<file path="config.mk">
export PLATFORM = sky130hd
export DESIGN_NAME = srbs_front
export DESIGN_NICKNAME = d
export VERILOG_FILES = /design/src/srbs_pkg.sv /design/src/srbs_front.sv
export SDC_FILE = /design/constraint.sdc
export NUM_CORES = 1
export LEC_CHECK = 0
export BUFFER_PORTS_ARGS = -buffer_cell sky130_fd_sc_hd__buf_2
export CORE_MARGIN = 4
export CORE_UTILIZATION = 45
export CTS_CLUSTER_SIZE = 30
export DETAILED_ROUTE_END_ITERATION = 10
export PLACE_DENSITY_LB_ADDON = 0.15
export SLEW_MARGIN = 20
export SYNTH_ARGS = -nofsm -noshare
export SYNTH_HDL_FRONTEND = slang
export SYNTH_SLANG_ARGS = --single-unit
</file>
<file path="constraint.sdc">
create_clock -name clock -period 7.2 [get_ports clock]
set_input_delay 0.36 -clock clock [delete_from_list [all_inputs] [get_ports clock]]
set_output_delay 0.36 -clock clock [all_outputs]
set_load 0.1 [all_outputs]
</file>
<file path="src/srbs_pkg.sv">
// ----------------------------------------------------------------------------
// srbs_pkg
// Shared types and constants for the sorted range bounds search block.
// ----------------------------------------------------------------------------
package srbs_pkg;

   localparam int DATA_WIDTH  = 32;
   localparam int INDEX_WIDTH = 11;
   localparam int QUEUE_DEPTH = 2;

   localparam logic signed [INDEX_WIDTH-1:0] NOT_FOUND = -11'sd1;

   typedef enum logic [1:0] {
      CMD_LOAD,
      CMD_LOAD_RESTART,
      CMD_QUERY
   } cmd_kind_type;

   // one classified command as it travels from front to back
   typedef struct packed {
      cmd_kind_type                  kind;
      logic signed [DATA_WIDTH-1:0]  value;
   } cmd_type;

endpackage

</file>
<file path="src/srbs_front.sv">
// ----------------------------------------------------------------------------
// srbs_front
// Takes request transfers, classifies them and holds them for the queue.
// ----------------------------------------------------------------------------
module srbs_front
   import srbs_pkg::*;
(
   input  logic                          clock,
   input  logic                          reset,
   input  logic                          start,
   output logic                          busy,
   input  logic                          req_op,
   input  logic                          req_restart,
   input  logic signed [DATA_WIDTH-1:0]  req_element,
   input  logic signed [DATA_WIDTH-1:0]  req_target,
   input  logic                          queue_full,
   output logic                          push,
   output cmd_type                       push_cmd
);

   logic    slot_valid_ff, slot_valid_in;
   cmd_type slot_cmd_ff, slot_cmd_in;
   cmd_type classified;
   logic    accept;

   always_comb begin
      if (req_op) begin
         classified.kind  = CMD_QUERY;
         classified.value = req_target;
      end else begin
         classified.kind  = req_restart ? CMD_LOAD_RESTART : CMD_LOAD;
         classified.value = req_element;
      end
   end

   assign busy     = slot_valid_ff & queue_full;
   assign accept   = start & ~busy;
   assign push     = slot_valid_ff & ~queue_full;
   assign push_cmd = slot_cmd_ff;

   always_comb begin
      slot_valid_in = slot_valid_ff;
      slot_cmd_in   = slot_cmd_ff;
      if (accept) begin
         slot_valid_in = 1'b1;
         slot_cmd_in   = classified;
      end else if (push) begin
         slot_valid_in = 1'b0;
      end
   end

   always_ff @(posedge clock) begin
      slot_cmd_ff <= slot_cmd_in;
      if (reset) begin
         slot_valid_ff <= 1'b0;
      end else begin
         slot_valid_ff <= slot_valid_in;
      end
   end

endmodule

</file>
==> flow_summary.toml <==
[status]
status = "complete, no violations"

[synthesis]
syn-cell-area_sq_mm = 0.001615
synth_area_per_cell_sq_um = 20.98
synth_fa_ha_area_share_pct = 0
yosys-mux-area-fraction_pct = 29.05
synth_top_family_by_area = "multiplexers"
yosysUniqueCellTypes = 10
yosys_warnings = 0
synth_compound_area_share_pct = 0.3098
synthXorXnorAreaFrac_pct = 0
synthCells = 77
ys_ff_latch = 35
synth_nets = 147
synthSimpleGateAreaFrac_pct = 1.782
ys_seq_area_share_pct = 64.45

[critical_path]
path_max_fanout = 3
timing.rr.end = "push_cmd[5]"
crit_type = "reg -> out"
cp.required_ps = 6840
worst_ep_arrival_time_ps = 1310
worstRegToRegCells = 2
r2r_slack_ps = 5590
cp-startpoint = "slot_valid_ff"
cp-end-kind = "primary output"
start_kind = "register"
r2r-start = "slot_valid_ff"

[power_and_ir_drop]
leakage_nw = 1.051
power.density_mw_per_mm2 = 230.7
power_uw = 503.1
peakVddDrop_uv = 131.0

[placed_design]
gp_congestion = 0.7886
place_inst = 224
hpwl_microns = 2464
port_buffers = 105

[clock_tree]
ctsLongestPathBuffers = 2
cts_setup_buffers = 0
cts.hold.buffers_added = 0
clk_pin_slew_ps = 90
ctsResizeCount = 0
insertion_delay_ps = 320
numCtsBuffers = 5
cts_root_buffer = "clkbuf_4"
clock_sinks = 35
cts_tree = "done"
htree_levels = 2

[detailed_routing]
postRouteAntennaNets = 0
wirelength_microns = 3261
first_pass_iters = 4
viasPerCell = 4.628
drc_errors = 0
dr_total_vias = 1069
wl_per_cell_microns = 14.12
drtIter0Drc = 52

[floorplan]
fp.dieW_microns = 67.91
io_pins = 106
core_area_sq_mm = 0.003390
die_h_microns = 67.91
rows = 21
die_area_sq_mm = 0.004612
initial_core_util_pct = 47.66

[timing]
finalHoldViolations = 0
min_period_over_period_pct = 23.23
rsz0062_at_grt = "no"
finalSetupTns_ps = 0
setup_viol = 0
fmax_mhz = 597.9
hold_ws_ps = 182.8
relSlewSlack_pct = 33.25
fin_skew_ps = 6.658
finalCriticalPeriod_ps = 1672
final_max_slew_viol_count = 0
tightestPinTransition_ps = 1001

[global_route]
grt_pass1_wl_microns = 4381
overflow = 0
antenna_found_initial = 0
grt_pass1_vias = 1077
grt_max_degree = 35
grt.total_usage_pct = 13.62

[cells_and_area]
areaGrowthSynthToFinish_pct = 35.01
post-route-util_pct = 64.34
mostFrequentLayoutCell = "buf_2"
nFillCells = 266
final_cells = 231
layout_common_cells = "105 x buf_2, 34 x edfxtp_1, 29 x mux2_4, 5 x clkbuf_4, 3 x mux2_2"
n_antenna_cell = 0
drive_gt1_share_pct = 77.84
final_nets = 255

[hold_path]
min_to = "slot_valid_ff"
hp-class = "in -> reg"
min_from = "reset"
whs_path_depth = 2

[run]
drv_cap = 0
-- cell families (layout without fill, tap and decap cells) --
| kind of cell | Yosys count | in the layout |
|---|---|---|
| AO/OA/AOI/OAI | 1 | 1 |
| buffers and inverters | 4 | 112 |
| AND/OR/NAND/NOR | 5 | 5 |
| flip-flops | 35 | 35 |
| multiplexers | 32 | 32 |
-- layout make-up --
cell class | instances | area, sq um | share of cell area, %
clock buffers | 5 | 37.54 | 1.721
clock inverters | 2 | 8.758 | 0.4016
multi-input cells | 38 | 510.5 | 23.41
flip-flops and latches | 35 | 1041 | 47.73
well taps | 46 | 57.56 | 2.639
repair buffers | 105 | 525.5 | 24.10
-- power by group --
group	internal (mW)	leakage, nW	switching, mW
Sequential	0.241	0.338	0.00324
Clock	0.0346	0.0285	0.0595
Combinational	0.0433	0.685	0.122
Total	0.319	1.05	0.184
-- worst max-delay path: stages (launching register included) --
cell	delay, ps
dfxtp_1	350
and2_1	190
buf_2	450
-- how the worst max path moves through the flow --
stage,endpoint,slack (ps)
after detailed placement,push_cmd[31],5370
after floorplan,push_cmd[0],4230
after global placement,push_cmd[29],5430
after CTS,busy,5500
after global routing,busy,5450
final,busy,5530
-- synthesized netlist by cell type --
cell       n  share of area, %
edfxtp_1  34                63
mux2_4    29                27
buf_12     3               3.7
mux2_2     3               2.1
nor2b_1    3               1.2
a21oi_1    1              0.31
and2_1     1              0.39
buf_6      1              0.70
dfxtp_1    1               1.2
nor2_1     1              0.23
-- metal layers --
layer	track usage (%)	wire, microns	vias to the layer above
met1	11.48	1101	483
met4	9.926	104	0
met5	0	0	-
li1	-	-	511
met3	5.911	408	11
met2	24.91	1647	64
-- state kept, by name (all words and copies together), names as in the netlist --
| signal | count |
|---|---|
| slot_valid_ff | 1 |
| push_cmd | 34 |
-- through the flow --
stage	cell area, sq um	setup slack, ps
finish	2181	5528
global placement	2135	5428
CTS	2181	5503
detailed placement	2135	5373
global route	2181	5450
floorplan	1615	4229
Power figures use the tool's default switching activity.
