--- config.mk ---
export PLATFORM = sky130hd
export DESIGN_NAME = srbs_queue
export DESIGN_NICKNAME = d
export VERILOG_FILES = /design/src/srbs_pkg.sv /design/src/srbs_queue.sv
export SDC_FILE = /design/constraint.sdc
export NUM_CORES = 1
export LEC_CHECK = 0
export CAP_MARGIN = 20
export CORE_UTILIZATION = 45
export DETAILED_ROUTE_END_ITERATION = 8
export DONT_BUFFER_PORTS = 1
export GPL_ROUTABILITY_DRIVEN = 0
export RECOVER_POWER = 100
export SLEW_MARGIN = 30
export SYNTH_ARGS = -nofsm -noshare
export SYNTH_HDL_FRONTEND = slang
export SYNTH_SLANG_ARGS = --single-unit
--- constraint.sdc ---
create_clock -name clock -period 3 [get_ports clock]
set_clock_uncertainty 0.15 [all_clocks]
set_input_delay 0.75 -clock clock [delete_from_list [all_inputs] [get_ports clock]]
set_output_delay 0.75 -clock clock [all_outputs]
set_load 0.02 [all_outputs]
--- src/srbs_pkg.sv ---
// ----------------------------------------------------------------------------
// srbs_pkg
// Shared types and constants for the sorted range bounds search block.
// ----------------------------------------------------------------------------
package srbs_pkg;

   localparam int DATA_WIDTH  = 32;
   localparam int INDEX_WIDTH = 11;
   localparam int QUEUE_DEPTH = 2;

   localparam logic signed [INDEX_WIDTH-1:0] NOT_FOUND = -11'sd1;

   typedef enum logic [1:0] {
      CMD_LOAD,
      CMD_LOAD_RESTART,
      CMD_QUERY
   } cmd_kind_type;

   // one classified command as it travels from front to back
   typedef struct packed {
      cmd_kind_type                  kind;
      logic signed [DATA_WIDTH-1:0]  value;
   } cmd_type;

endpackage

--- src/srbs_queue.sv ---
// ----------------------------------------------------------------------------
// srbs_queue
// Short command queue between front and back.
// ----------------------------------------------------------------------------
module srbs_queue
   import srbs_pkg::*;
(
   input  logic     clock,
   input  logic     reset,
   input  logic     push,
   input  cmd_type  push_cmd,
   output logic     full,
   output logic     not_empty,
   input  logic     pop,
   output cmd_type  head
);

   localparam int PW = (QUEUE_DEPTH > 1) ? $clog2(QUEUE_DEPTH) : 1;
   localparam int CW = $clog2(QUEUE_DEPTH + 1);

   cmd_type         entries_ff [QUEUE_DEPTH];
   logic [PW-1:0]   wr_ptr_ff, wr_ptr_in;
   logic [PW-1:0]   rd_ptr_ff, rd_ptr_in;
   logic [CW-1:0]   count_ff, count_in;

   assign full      = (count_ff == CW'(QUEUE_DEPTH));
   assign not_empty = (count_ff != '0);
   assign head      = entries_ff[rd_ptr_ff];

   always_comb begin
      wr_ptr_in = wr_ptr_ff;
      rd_ptr_in = rd_ptr_ff;
      count_in  = count_ff;
      if (push) begin
         wr_ptr_in = (wr_ptr_ff == PW'(QUEUE_DEPTH - 1)) ? '0 : wr_ptr_ff + 1'b1;
      end
      if (pop) begin
         rd_ptr_in = (rd_ptr_ff == PW'(QUEUE_DEPTH - 1)) ? '0 : rd_ptr_ff + 1'b1;
      end
      if (push && !pop) begin
         count_in = count_ff + 1'b1;
      end else if (pop && !push) begin
         count_in = count_ff - 1'b1;
      end
   end

   always_ff @(posedge clock) begin
      if (push) begin
         entries_ff[wr_ptr_ff] <= push_cmd;
      end
      if (reset) begin
         wr_ptr_ff <= '0;
         rd_ptr_ff <= '0;
         count_ff  <= '0;
      end else begin
         wr_ptr_ff <= wr_ptr_in;
         rd_ptr_ff <= rd_ptr_in;
         count_ff  <= count_in;
      end
   end

endmodule

==> impl_metrics.env <==
export IMPL_fillers=456
export IMPL_clk_latency_ps=320
export IMPL_antenna_found_initial=0
export IMPL_clockBufferDepth=2
export IMPL_wl_per_cell_um=18.08
export IMPL_fp_dieW_um=78.92
export IMPL_ff2ff_setup_slack_ps=530
export IMPL_ys_seq_elements=73
export IMPL_cts_tree="built"
export IMPL_synth_seq_area_share_pct=80.45
export IMPL_grt_max_degree=35
export IMPL_max_stage_delay_ps=1010
export IMPL_post_route_cell_area_um2=2922
export IMPL_dr_pass1_iters=4
export IMPL_hold_class="input pin to register"
export IMPL_cellPowerDensity_nw_per_um2=718.9
export IMPL_cts_resized=0
export IMPL_placed_area_um2=2761
export IMPL_critical_path_class="input pin to register"
export IMPL_clock_root_buffer="clkbuf_8"
export IMPL_vias_per_cell=5.182
export IMPL_crit_family="simple AND/OR/NAND/NOR gates"
export IMPL_drc_errors=0
export IMPL_final_max_slew_viol_count=35
export IMPL_failed_checks="max-capacitance violations, max-slew violations"
export IMPL_nets=176
export IMPL_syn_nets=167
export IMPL_ys_warn_count=0
export IMPL_fmax_ghz=0.3926
export IMPL_rsz0062_at_grt="false"
export IMPL_htree_levels=3
export IMPL_p_leak_nw=0.9672
export IMPL_drive_above_1_share_pct=11.97
export IMPL_grt_overflow=0
export IMPL_area_growth_pct=9.727
export IMPL_slew_headroom_pct=-2.271
export IMPL_wl_um=3869
export IMPL_placementRows=27
export IMPL_fin_cells=214
export IMPL_cp_end_kind="register"
export IMPL_finalCriticalPeriod_ps=2547
export IMPL_post_route_util_pct=52.10
export IMPL_vdd_drop_max_v=0.0003576
export IMPL_cts_buffers=9
export IMPL_cp_required_ps=2820
export IMPL_grt_total_usage_pct=13.14
export IMPL_synth_cell_area_um2=2663
export IMPL_cts_clk_slew_worst_paths_ps=70
export IMPL_tns_ps=0
export IMPL_insertedDiodeCount=0
export IMPL_worst_pin_slew_ps=1534
export IMPL_grt_pass1_vias=1173
export IMPL_numPortBuffers=0
export IMPL_status="finished, violations left"
export IMPL_grt_pass1_wl_um=5664
export IMPL_crit_path_top_delay_cell="nor2b_1"
export IMPL_first_iter_violations=23
export IMPL_num_vias=1109
export IMPL_setup_violations_final=0
export IMPL_maxCapViolCount=1
export IMPL_avgSynthCellArea_um2=20.80
export IMPL_path_cells="nor2b_1, clkbuf_2"
export IMPL_dp_cells=198
export IMPL_dieArea_um2=6228
export IMPL_synth_cell_type_count=17
export IMPL_drt_antenna_violating_nets=0
export IMPL_hold_violations=0
export IMPL_die_h_um=78.92
export IMPL_cp_max_fo=20
export IMPL_cp_start_kind="input pin"
export IMPL_total_power_mw=2.100
export IMPL_syn_instance_count=128
export IMPL_core_um2=5608
export IMPL_postCtsSetupBuffers=0
export IMPL_fin_crit_sh_pct=84.90
export IMPL_initial_core_util_pct=47.48
export IMPL_cts_sinks=73
export IMPL_critPathBufInv=1
export IMPL_worstPathArrival_ps=2370
export IMPL_cts_hold_buf=0
export IMPL_pin_count=74
[state kept, by name, summed over array words and instances (netlist names), named ones only]
register and flops:
wr_ptr_ff 1, count_ff 2, rd_ptr_ff 1, entries_ff 68
[stage by stage]
step	hold slack (ps)	setup slack (ps)
after floorplan	306.4	137.8
after global placement	316.6	883.9
after detailed placement	345.4	841.3
after CTS	310.8	466.8
after global routing	315.1	321.9
final	333.0	452.9
[routing by layer]
metal | GRT usage [%] | wire [um] | up-vias
li1 | - | - | 511
met1 | 12.29 | 1326 | 546
met2 | 22.52 | 2064 | 43
met3 | 6.092 | 392 | 9
met4 | 9.273 | 85 | 0
met5 | 0 | 0 | -
[where the power goes]
| group | switching (mW) | internal (mW) |
|---|---|---|
| clock network | 0.325 | 0.373 |
| logic | 0.143 | 0.0534 |
| registers | 0.0183 | 1.19 |
| total | 0.487 | 1.61 |
[logic make-up after synthesis]
family                     Yosys count  share of synthesized area [%]
muxes                               34                          14.38
DFF                                 73                          80.45
and+or+nand+nor                      9                          1.833
buffers and inverters                5                          1.174
AOI/OAI and AO/OA                    2                         0.3756
xor gates and xnor gates             4                          1.316
adders and majority gates            1                         0.4698
[Yosys cell counts]
cell type   n  share of area, %
buf_4       3              0.85
buf_2       1              0.19
edfxtp_1   68                77
inv_1       1              0.14
o21ai_0     1              0.19
or2_2       1              0.24
and2_1      1              0.24
nor2b_1     1              0.24
dfxtp_1     5               3.8
nor2_1      4              0.56
and2b_2     1              0.33
xor2_1      2              0.66
xnor2_1     2              0.66
mux2_2     34                14
ha_1        1              0.47
a21oi_1     1              0.19
or3_1       1              0.24
[cells in the final DEF (no fill, tap or decap), drive strengths merged]
cell type / instances
or2: 1
xor2: 2
ha: 1
edfxtp: 68
mux2: 34
bufinv: 1
o21ai: 1
or3: 1
dfxtp: 5
and2: 1
inv: 1
nor2b: 1
and2b: 1
buf: 1
a21oi: 1
clkinvlp: 2
nor2: 4
clkbuf: 10
clkinv: 4
xnor2: 2
[cell type report]
type | count | area (um2) | area share, %
Clock buffer | 9 | 123.9 | 4.240
Tap cell | 72 | 90.09 | 3.084
Timing Repair Buffer | 2 | 12.51 | 0.4283
Clock inverter | 7 | 61.31 | 2.099
Sequential cell | 73 | 2142 | 73.32
Multi-Input combinational cell | 50 | 488.0 | 16.70
Inverter | 1 | 3.754 | 0.1285
[final timing paths]
path / from / endpoint / depth (start not counted)
worst min-delay path: reset / count_ff[1] / 1
worst min register to register: count_ff[1] / count_ff[1] / 2
worst max-delay path: push / entries_ff[0][23] / 2
worst max register to register: wr_ptr_ff / entries_ff[0][23] / 2
Note: power is estimated with default switching activity, not from simulation.
